$ cat src/qsd_pkg.sv
// Shared types, codes and helpers for the QOI stream decoder.
`default_nettype none
package qsd_pkg;

    localparam int TABLE_ENTRIES = 64;
    localparam int TABLE_AW      = $clog2(TABLE_ENTRIES);
    localparam int MAX_RUN       = 62;
    localparam int RUN_W         = $clog2(MAX_RUN + 1);
    localparam int OUT_DATA_W    = 112;

    // result kinds
    localparam logic [1:0] KIND_PIXEL     = 2'd0;
    localparam logic [1:0] KIND_HEADER    = 2'd1;
    localparam logic [1:0] KIND_BAD_MAGIC = 2'd2;
    localparam logic [1:0] KIND_BAD_CS    = 2'd3;

    // parser modes
    localparam logic [1:0] MODE_HEADER = 2'd0;
    localparam logic [1:0] MODE_PIXELS = 2'd1;
    localparam logic [1:0] MODE_IDLE   = 2'd2;

    // what the byte under execution produces
    localparam logic [1:0] CLS_NONE = 2'd0;
    localparam logic [1:0] CLS_ONE  = 2'd1;
    localparam logic [1:0] CLS_RUN  = 2'd2;

    // chunk tags
    localparam logic [7:0] TAG_RGB  = 8'hFE;
    localparam logic [7:0] TAG_RGBA = 8'hFF;
    localparam logic [1:0] OP_INDEX = 2'b00;
    localparam logic [1:0] OP_DIFF  = 2'b01;
    localparam logic [1:0] OP_LUMA  = 2'b10;

    localparam logic [31:0] PIXEL_START = 32'h0000_00FF;

    typedef struct packed {
        logic [1:0] cls;
        logic       out_free;
        logic       run_last;
    } t_status;

    typedef struct packed {
        logic accept;
        logic commit;
        logic run_step;
    } t_cmd;

    typedef struct packed {
        logic [1:0]  kind;
        logic [7:0]  red;
        logic [7:0]  green;
        logic [7:0]  blue;
        logic [7:0]  alpha;
        logic        last;
        logic        done;
        logic [31:0] width;
        logic [31:0] height;
        logic [7:0]  channels;
        logic        color_space;
    } t_result;

    function automatic logic [7:0] magic_byte(input logic [1:0] pos);
        case (pos)
            2'd0:    magic_byte = 8'h71;
            2'd1:    magic_byte = 8'h6F;
            2'd2:    magic_byte = 8'h69;
            default: magic_byte = 8'h66;
        endcase
    endfunction

    function automatic logic [TABLE_AW-1:0] pixel_hash(input logic [31:0] px);
        logic [TABLE_AW-1:0] r, g, b, a;
        r = px[24 +: TABLE_AW];
        g = px[16 +: TABLE_AW];
        b = px[8 +: TABLE_AW];
        a = px[0 +: TABLE_AW];
        pixel_hash = TABLE_AW'(r * 3) + TABLE_AW'(g * 5) + TABLE_AW'(b * 7)
                   + TABLE_AW'(a * 11);
    endfunction

endpackage
`default_nettype wire

$ cat src/qoi_stream_decoder_top.sv
// QOI stream decoder: byte stream in, header, error and pixel results out.
//
// Input channel: one byte of a QOI file per request; tuser[0] marks the
// first header byte of a new file and restarts the parser.
// Output channel: one request per result. tuser holds the result kind,
// tlast marks the last result caused by one input byte.
// A single result goes from the byte register into the output register;
// the first pixel of a run passes through the run counter on the way.
// Throughput: the sequencer takes a byte, then executes it, and takes no
// new byte before that one is through; a run chunk of n pixels then comes
// out one pixel per cycle from the run counter while the output is free.
// The seen-pixel table is a 64-entry memory read when the byte is taken;
// a completed header clears its per-entry valid bits, so no clearing pass.
// Reset: the parser waits for a header, the output is empty.
// Stall: a result waits in the output register while tready is low; the
// sequencer holds the next result in execute or in the run state, and no
// further byte is taken meanwhile.
`default_nettype none
module qoi_stream_decoder_top (
    input  wire          i_clk,
    input  wire          i_rst_n,
    input  wire          i_s_axis_tvalid,
    output logic         o_s_axis_tready,
    input  wire  [7:0]   i_s_axis_tdata,   // [7:0] data_byte
    input  wire  [0:0]   i_s_axis_tuser,   // [0] first_of_file
    output logic         o_m_axis_tvalid,
    input  wire          i_m_axis_tready,
    // [7:0] red, [15:8] green, [23:16] blue, [31:24] alpha, [32] image_done,
    // [64:33] width, [96:65] height, [104:97] channels, [105] color_space
    output logic [qsd_pkg::OUT_DATA_W-1:0] o_m_axis_tdata,
    output logic [1:0]   o_m_axis_tuser,   // [1:0] kind
    output logic         o_m_axis_tlast
);
    import qsd_pkg::*;

    t_cmd    cmd;
    t_status status;
    t_result res;

    qsd_ctrl u_ctrl (
        .i_clk      (i_clk),
        .i_rst_n    (i_rst_n),
        .i_in_valid (i_s_axis_tvalid),
        .o_in_ready (o_s_axis_tready),
        .i_status   (status),
        .o_cmd      (cmd)
    );

    qsd_datapath u_dp (
        .i_clk       (i_clk),
        .i_rst_n     (i_rst_n),
        .i_byte      (i_s_axis_tdata),
        .i_first     (i_s_axis_tuser[0]),
        .i_cmd       (cmd),
        .o_status    (status),
        .i_out_ready (i_m_axis_tready),
        .o_out_valid (o_m_axis_tvalid),
        .o_result    (res)
    );

    assign o_m_axis_tdata = {6'd0, res.color_space, res.channels, res.height,
                             res.width, res.done, res.alpha, res.blue,
                             res.green, res.red};
    assign o_m_axis_tuser = res.kind;
    assign o_m_axis_tlast = res.last;

endmodule
`default_nettype wire

$ cat src/qsd_ctrl.sv
// Sequencer for the QOI stream decoder: accept, execute, run burst.
`default_nettype none
module qsd_ctrl (
    input  wire              i_clk,
    input  wire              i_rst_n,
    input  wire              i_in_valid,
    output logic             o_in_ready,
    input  qsd_pkg::t_status i_status,
    output qsd_pkg::t_cmd    o_cmd
);
    import qsd_pkg::*;

    localparam logic [1:0] ST_ACCEPT = 2'd0;
    localparam logic [1:0] ST_EXEC   = 2'd1;
    localparam logic [1:0] ST_RUN    = 2'd2;

    logic [1:0] r_state, n_state;

    always_comb begin
        n_state      = r_state;
        o_in_ready   = 1'b0;
        o_cmd        = '0;
        case (r_state)
            ST_ACCEPT: begin
                o_in_ready = 1'b1;
                if (i_in_valid) begin
                    o_cmd.accept = 1'b1;
                    n_state      = ST_EXEC;
                end
            end
            ST_EXEC: begin
                case (i_status.cls)
                    CLS_ONE: begin
                        // hold until the output register can take the result
                        if (i_status.out_free) begin
                            o_cmd.commit = 1'b1;
                            n_state      = ST_ACCEPT;
                        end
                    end
                    CLS_RUN: begin
                        o_cmd.commit = 1'b1;
                        n_state      = ST_RUN;
                    end
                    default: begin
                        o_cmd.commit = 1'b1;
                        n_state      = ST_ACCEPT;
                    end
                endcase
            end
            ST_RUN: begin
                if (i_status.out_free) begin
                    o_cmd.run_step = 1'b1;
                    if (i_status.run_last) n_state = ST_ACCEPT;
                end
            end
            default: n_state = ST_ACCEPT;
        endcase
    end

    always_ff @(posedge i_clk) begin
        if (!i_rst_n) r_state <= ST_ACCEPT;
        else          r_state <= n_state;
    end

endmodule
`default_nettype wire

$ cat src/qsd_datapath.sv
// Parser state, seen-pixel table and result register of the QOI decoder.
`default_nettype none
module qsd_datapath (
    input  wire               i_clk,
    input  wire               i_rst_n,
    input  wire  [7:0]        i_byte,
    input  wire               i_first,
    input  qsd_pkg::t_cmd     i_cmd,
    output qsd_pkg::t_status  o_status,
    input  wire               i_out_ready,
    output logic              o_out_valid,
    output qsd_pkg::t_result  o_result
);
    import qsd_pkg::*;

    logic [31:0]         r_table [TABLE_ENTRIES];
    logic [TABLE_ENTRIES-1:0] r_tvld;
    logic [31:0]         r_rd_px;
    logic                r_rd_vld;
    logic [7:0]          r_byte;
    logic                r_first;

    logic [1:0]  r_mode, n_mode;
    logic [3:0]  r_hpos, n_hpos;
    logic [31:0] r_w, n_w, r_h, n_h;
    logic [7:0]  r_ch, n_ch;
    logic [31:0] r_left, n_left;
    logic [31:0] r_prev, n_prev;
    logic [7:0]  r_tag, n_tag;
    logic [1:0]  r_cnt, n_cnt;
    logic [23:0] r_col, n_col;
    logic [RUN_W-1:0] r_run, n_run;
    logic        r_out_valid;
    t_result     r_out, res;

    logic [1:0]  cls;
    logic        wr_en, clr_tbl, emit1;
    logic [31:0] wr_px, px, prod;
    logic [1:0]  e_mode, cnt2;
    logic [3:0]  e_hpos;
    logic [31:0] e_w, e_h;
    logic [7:0]  e_ch, e_tag;
    logic [1:0]  e_cnt;
    logic [23:0] e_col, col2;
    logic [6:0]  rl;
    logic [7:0]  pr, pg, pb, pa, b, vg;
    logic        out_free;
    t_result     run_res;
    logic [31:0] run_left_n;

    assign out_free = !r_out_valid || i_out_ready;
    assign b  = r_byte;
    assign pr = r_prev[31:24];
    assign pg = r_prev[23:16];
    assign pb = r_prev[15:8];
    assign pa = r_prev[7:0];
    assign prod = r_w * r_h;
    assign vg = {2'b00, r_tag[5:0]};

    always_comb begin
        // restart clears parser fields before the byte is looked at
        e_mode = r_first ? MODE_HEADER : r_mode;
        e_hpos = r_first ? 4'd0 : r_hpos;
        e_w    = r_first ? 32'd0 : r_w;
        e_h    = r_first ? 32'd0 : r_h;
        e_ch   = r_first ? 8'd0 : r_ch;
        e_tag  = r_first ? 8'd0 : r_tag;
        e_cnt  = r_first ? 2'd0 : r_cnt;
        e_col  = r_first ? 24'd0 : r_col;

        n_mode = e_mode;  n_hpos = e_hpos;
        n_w = e_w;  n_h = e_h;  n_ch = e_ch;
        n_tag = e_tag;  n_cnt = e_cnt;  n_col = e_col;
        n_left = r_left;  n_prev = r_prev;
        n_run  = r_run;
        cls = CLS_NONE;  wr_en = 1'b0;  wr_px = r_prev;  clr_tbl = 1'b0;
        emit1 = 1'b0;  px = r_prev;  res = '0;
        col2 = {e_col[15:0], b};
        cnt2 = e_cnt + 2'd1;
        rl = {1'b0, b[5:0]} + 7'd1;
        if (rl > 7'(MAX_RUN)) rl = 7'(MAX_RUN);
        if (r_left < {25'd0, rl}) rl = r_left[6:0];

        if (e_mode == MODE_HEADER) begin
            if (e_hpos < 4'd4) begin
                if (b != magic_byte(e_hpos[1:0])) begin
                    n_mode   = MODE_IDLE;
                    cls      = CLS_ONE;
                    res.kind = KIND_BAD_MAGIC;
                    res.last = 1'b1;
                end else begin
                    n_hpos = e_hpos + 4'd1;
                end
            end else if (e_hpos < 4'd8) begin
                n_w = {e_w[23:0], b};  n_hpos = e_hpos + 4'd1;
            end else if (e_hpos < 4'd12) begin
                n_h = {e_h[23:0], b};  n_hpos = e_hpos + 4'd1;
            end else if (e_hpos == 4'd12) begin
                n_ch = b;  n_hpos = e_hpos + 4'd1;
            end else if (b > 8'd2) begin
                n_mode   = MODE_IDLE;
                cls      = CLS_ONE;
                res.kind = KIND_BAD_CS;
                res.last = 1'b1;
            end else begin
                // header position 13 is only reached without a restart
                n_left  = prod;
                n_prev  = PIXEL_START;
                clr_tbl = 1'b1;
                n_tag = '0;  n_cnt = '0;  n_col = '0;
                n_mode  = (prod == 32'd0) ? MODE_IDLE : MODE_PIXELS;
                cls     = CLS_ONE;
                res.kind        = KIND_HEADER;
                res.last        = 1'b1;
                res.done        = (prod == 32'd0);
                res.width       = r_w;
                res.height      = r_h;
                res.channels    = r_ch;
                res.color_space = (b != 8'd0);
            end
        end else if (e_mode == MODE_PIXELS && r_left != 32'd0) begin
            if (e_tag != 8'd0) begin
                if (e_tag[7:1] == TAG_RGB[7:1]) begin
                    if (e_cnt < 2'd3) begin
                        if (cnt2 < 2'd3 || e_tag == TAG_RGBA) begin
                            n_col = col2;  n_cnt = cnt2;
                        end else begin
                            px = {col2, pa};  emit1 = 1'b1;
                        end
                    end else begin
                        px = {e_col, b};  emit1 = 1'b1;
                    end
                end else begin
                    px = {pr + vg + {4'd0, b[7:4]} - 8'd40,
                          pg + vg - 8'd32,
                          pb + vg + {4'd0, b[3:0]} - 8'd40, pa};
                    emit1 = 1'b1;
                end
            end else if (b >= TAG_RGB || b[7:6] == OP_LUMA) begin
                n_tag = b;  n_cnt = '0;  n_col = '0;
            end else if (b[7:6] == OP_INDEX) begin
                px = r_rd_vld ? r_rd_px : 32'd0;  emit1 = 1'b1;
            end else if (b[7:6] == OP_DIFF) begin
                px = {pr + {6'd0, b[5:4]} - 8'd2, pg + {6'd0, b[3:2]} - 8'd2,
                      pb + {6'd0, b[1:0]} - 8'd2, pa};
                emit1 = 1'b1;
            end else begin
                cls   = CLS_RUN;
                wr_en = 1'b1;
                wr_px = r_prev;
                n_run = rl[RUN_W-1:0];
            end
            if (emit1) begin
                n_tag = '0;  n_cnt = '0;  n_col = '0;
                n_prev = px;
                wr_en  = 1'b1;
                wr_px  = px;
                n_left = r_left - 32'd1;
                if (n_left == 32'd0) n_mode = MODE_IDLE;
                cls       = CLS_ONE;
                res.kind  = KIND_PIXEL;
                res.red   = px[31:24];
                res.green = px[23:16];
                res.blue  = px[15:8];
                res.alpha = px[7:0];
                res.last  = 1'b1;
                res.done  = (n_left == 32'd0);
            end
        end
    end

    // one pixel of a run burst
    always_comb begin
        run_left_n    = r_left - 32'd1;
        run_res       = '0;
        run_res.kind  = KIND_PIXEL;
        run_res.red   = pr;
        run_res.green = pg;
        run_res.blue  = pb;
        run_res.alpha = pa;
        run_res.last  = (r_run == RUN_W'(1));
        run_res.done  = (run_left_n == 32'd0);
    end

    assign o_status.cls      = cls;
    assign o_status.out_free = out_free;
    assign o_status.run_last = (r_run == RUN_W'(1));

    always_ff @(posedge i_clk) begin
        if (i_cmd.accept) begin
            r_byte   <= i_byte;
            r_first  <= i_first;
            r_rd_px  <= r_table[i_byte[TABLE_AW-1:0]];
            r_rd_vld <= r_tvld[i_byte[TABLE_AW-1:0]];
        end
        if (i_cmd.commit && wr_en) r_table[pixel_hash(wr_px)] <= wr_px;
        if (i_cmd.commit && cls == CLS_ONE) r_out <= res;
        if (i_cmd.run_step) r_out <= run_res;
    end

    always_ff @(posedge i_clk) begin
        if (!i_rst_n) begin
            r_mode <= MODE_HEADER;  r_hpos <= '0;
            r_w <= '0;  r_h <= '0;  r_ch <= '0;
            r_left <= '0;  r_prev <= PIXEL_START;
            r_tag <= '0;  r_cnt <= '0;  r_col <= '0;
            r_run <= '0;  r_tvld <= '0;  r_out_valid <= 1'b0;
        end else begin
            if (i_cmd.commit) begin
                r_mode <= n_mode;  r_hpos <= n_hpos;
                r_w <= n_w;  r_h <= n_h;  r_ch <= n_ch;
                r_left <= n_left;  r_prev <= n_prev;
                r_tag <= n_tag;  r_cnt <= n_cnt;  r_col <= n_col;
                r_run <= n_run;
                if (clr_tbl)    r_tvld <= '0;
                else if (wr_en) r_tvld[pixel_hash(wr_px)] <= 1'b1;
            end
            if (i_cmd.run_step) begin
                r_left <= run_left_n;
                r_run  <= r_run - RUN_W'(1);
                if (run_left_n == 32'd0) r_mode <= MODE_IDLE;
            end
            if ((i_cmd.commit && cls == CLS_ONE) || i_cmd.run_step)
                r_out_valid <= 1'b1;
            else if (i_out_ready)
                r_out_valid <= 1'b0;
        end
    end

    assign o_out_valid = r_out_valid;
    assign o_result    = r_out;

endmodule
`default_nettype wire

$ cat config.mk
export PLATFORM = sky130hd
export DESIGN_NAME = qoi_stream_decoder_top
export DESIGN_NICKNAME = d
export VERILOG_FILES = /design/src/qsd_pkg.sv /design/src/qoi_stream_decoder_top.sv /design/src/qsd_ctrl.sv /design/src/qsd_datapath.sv
export SDC_FILE = /design/constraint.sdc
export NUM_CORES = 2
export LEC_CHECK = 0
export BUFFER_PORTS_ARGS = -buffer_cell sky130_fd_sc_hd__buf_4
export CORE_MARGIN = 2
export CORE_UTILIZATION = 60
export CTS_CLUSTER_SIZE = 20
export DETAILED_ROUTE_END_ITERATION = 7
export PLACE_DENSITY = 0.76
export SLEW_MARGIN = 20
export SYNTH_ARGS = -nofsm -noshare
export SYNTH_HDL_FRONTEND = slang
export SYNTH_SLANG_ARGS = --single-unit
export TNS_END_PERCENT = 100
$ cat constraint.sdc
create_clock -name i_clk -period 18 [get_ports i_clk]
set_input_delay 5.4 -clock i_clk [delete_from_list [all_inputs] [get_ports i_clk]]
set_output_delay 5.4 -clock i_clk [all_outputs]
set_load 0.005 [all_outputs]
==> metrics.cfg <==
[global_routing]
overflow = 0
track_usage = 0.3401
grt_antenna_before_repair = 31
grt_pass1_vias = 67530
grt_max_degree = 146
grt_pass1_wl_mm = 474.1

[job]
cap_violations = 0

[yosys]
synth_edf_count = 2124
synth_area_leaders = edfxtp_1 (56%), mux4_2 (14%), fa_1 (7.8%)
ys_seq_area_frac = 0.6117
avgSynthCellArea_sq_um = 16.12
syn_inst = 7124
yosysWarnings = 0
syn-cell-area_sq_mm = 0.1149
synth_ff_type = edfxtp_1
async_reset_ff_frac = 0
synth_area_leader_cell = edfxtp_1
synth_cell_types = 94
synth_top_area_share = 0.5553
yosys_register_bits = 2448
synth_top_cells_by_count = edfxtp_1 (2,124), mux4_2 (689), nand2_1 (620), fa_1 (445), inv_1 (403)
synth.most_common_cell = edfxtp_1

[setup_path]
arrival_ns = 11.13
crit_family = adder cells
required_ns = 18.54
cp.buffers_inverters = 8
rr_startpoint = u_dp.b[3]
criticalPathCategory = flop to flop
critPathLaunchType = flop
critPathMaxStageDelay_ns = 0.73
path_max_fanout = 65
crit_top_cell = fa_1
r2r-end = u_dp.r_table[39][15]
crit_path_top_delay_cell = edfxtp_1
worst_r2r_path_depth = 31
reg2reg_slack_ns = 7.41
critPathCaptureType = flop

[sta]
rsz0062_at_grt = false
fin_skew_ns = 0.08591
worst_pin_slew_ns = 1.174
max_slew_margin = 0.2161
period_share = 0.5883
max_freq_mhz = 94.44
setup_tns_ns = 0
period_needed_ns = 10.59
hold_violations = 0
setup_violations = 0
final_max_slew_viol_count = 0
fin_ws_ns = 7.411
hold_ws_ns = 0.4498

[layout]
final_cells = 9946
syn_to_final_growth_pct = 10.84
drive_above_1_share = 0.2035
nFillCells = 12230
nets = 7890

[routing]
drt-total-wl_mm = 327.4
drc = 0
num_vias = 67460
antenna_left = 0
drt_iter0_drc = 10010
via_per_inst = 6.783
dr.pass1.iters = 8
wl_per_cell_microns = 32.92

[clock_network]
clk_latency_ns = 0.89
clock_path_buffers = 3
cts_hold_buf = 0
cts_tree = yes
post_cts_buffers = 0
cts_resized = 0
clock_sinks = 2448
root_buffer = clkbuf_16
cts_buffers = 231
clkTransAtPathRegs_ns = 0.06
htreeDepth = 4

[power_and_ir_drop]
p_seq_frac = 0.512
combPwrFrac = 0.071
switching_power_mw = 2.851
p_sw_frac = 0.2381
pwr-share-clk = 0.417
p_leak_nw = 43.62
powerDensity_mw_per_mm2 = 94.05
p_int_mw = 9.122
peakVddDrop_uv = 180.0

[worst_hold_path]
hold_path_end = u_dp.r_tvld[46]
min_path_cells = 2
min-delay-start = u_dp.r_tvld[46]
min_path_type = flop to flop

[placed_design]
port_buffers = 123
dp.cells = 9478
place_ws_ns = 7.390
finalWeightedCongestion = 0.9606
place_hpwl_mm = 191.7

[die]
io_pins = 130
dieWidth_microns = 441.5
start_util = 0.6040
dieArea_sq_mm = 0.1950
design.core.area_sq_mm = 0.1902
rows = 160
die_y_microns = 441.5

[run_status]
status = finished clean

==> placed cells by master, fill, tap and decap left out, drive strengths merged, types with 9 or more instances in the layout <==
cell type  instances
a211oi            21
a21boi            36
a21o              36
a21oi            163
a22o              88
a22oi            115
a31oi             18
and2             212
and3              17
buf              298
bufinv            20
clkbuf           286
clkinv           103
clkinvlp          19
dfxtp            324
diode             20
edfxtp          2124
fa               445
ha               222
inv              415
mux4             689
nand2            622
nand2b            18
nand3             73
nand4             19
nor2             199
nor2b            140
nor3              74
nor3b             10
nor4              20
o211ai            14
o21a              22
o21ai            204
o22ai             31
o31ai              9
or2                9
or3               19
xnor2            111
xor2              38
==> power groups by stage <==
stage	logic [mW]	clock network [mW]	registers [mW]
after floorplan	0.488	0	6.25
after global placement	0.801	0	6.26
after detailed placement	0.812	0	6.26
after CTS	0.827	5.03	6.13
after global routing	0.877	5.22	6.13
final	0.847	4.99	6.13
==> final cells by class <==
class,count,area [sq um],share of cell area
sequential,2448,70280,0.5520
multi-input combinational,3826,42090,0.3306
clock buffer,286,6160,0.04838
tap,2511,3142,0.02468
timing repair buffer,298,2499,0.01963
clock inverter,152,1572,0.01234
inverter,405,1521,0.01195
antenna,20,50.05,0.0003931
==> state kept, by name, indices dropped and copies added (netlist names) <==
name	cells
u_ctrl.r_state	2
u_dp.b	8
u_dp.o_out_valid	1
u_dp.o_result	109
u_dp.r_ch	8
u_dp.r_cnt	2
u_dp.r_col	24
u_dp.r_first	1
u_dp.r_h	32
u_dp.r_hpos	4
u_dp.r_left	32
u_dp.r_mode	2
u_dp.r_prev	32
u_dp.r_rd_px	32
u_dp.r_rd_vld	1
u_dp.r_run	6
u_dp.r_table	2048
u_dp.r_tag	8
u_dp.r_tvld	64
u_dp.r_w	32
==> per-layer routing <==
metal / track usage / wire, microns / vias up
met4: 0.1742 / 17890 / 14
li1: - / - / 27080
met2: 0.5211 / 155100 / 4759
met5: 0 / 98 / -
met1: 0.4661 / 118000 / 34880
met3: 0.07379 / 36310 / 731
==> kinds of logic after synthesis <==
logic type                 count (synthesis)  synth area share
adders and majority gates                667            0.1017
muxes                                    705            0.1366
AOI/OAI and AO/OA                        838           0.04859
DFF                                     2448            0.6117
xor gates and xnor gates                 149           0.01162
other                                      2        0.00006538
buffers and inverters                    855           0.02834
and+or+nand+nor                         1460           0.06133
==> through the flow <==
stage	instance area, sq um	power (mW)	utilization
after detailed placement	119300	7.068	0.6274
final	127300	11.97	0.6694
after CTS	127000	11.99	0.6680
after floorplan	114900	6.738	-
after global routing	127300	12.22	0.6693
after global placement	119300	7.057	0.6271
==> worst max-delay path by stage <==
stage	start	end	slack, ns	depth (start not counted)
floorplan	u_dp.r_left[0]	u_dp.r_table[59][0]	5.79	28
global placement	u_dp.b[3]	u_dp.r_table[48][14]	7.63	30
detailed placement	u_dp.b[3]	u_dp.r_table[53][28]	7.39	30
CTS	u_dp.b[3]	u_dp.r_table[53][25]	7.37	30
global route	u_dp.b[3]	u_dp.r_table[38][21]	6.95	31
finish	u_dp.b[3]	u_dp.r_table[39][15]	7.41	31
==> worst min-delay path, cell delays in order (launching register included) <==
cell and delay (ns):
dfxtp_1 0.31, nand2_1 0.05, o21ai_1 0.05
(Power assumes the default switching activity.)
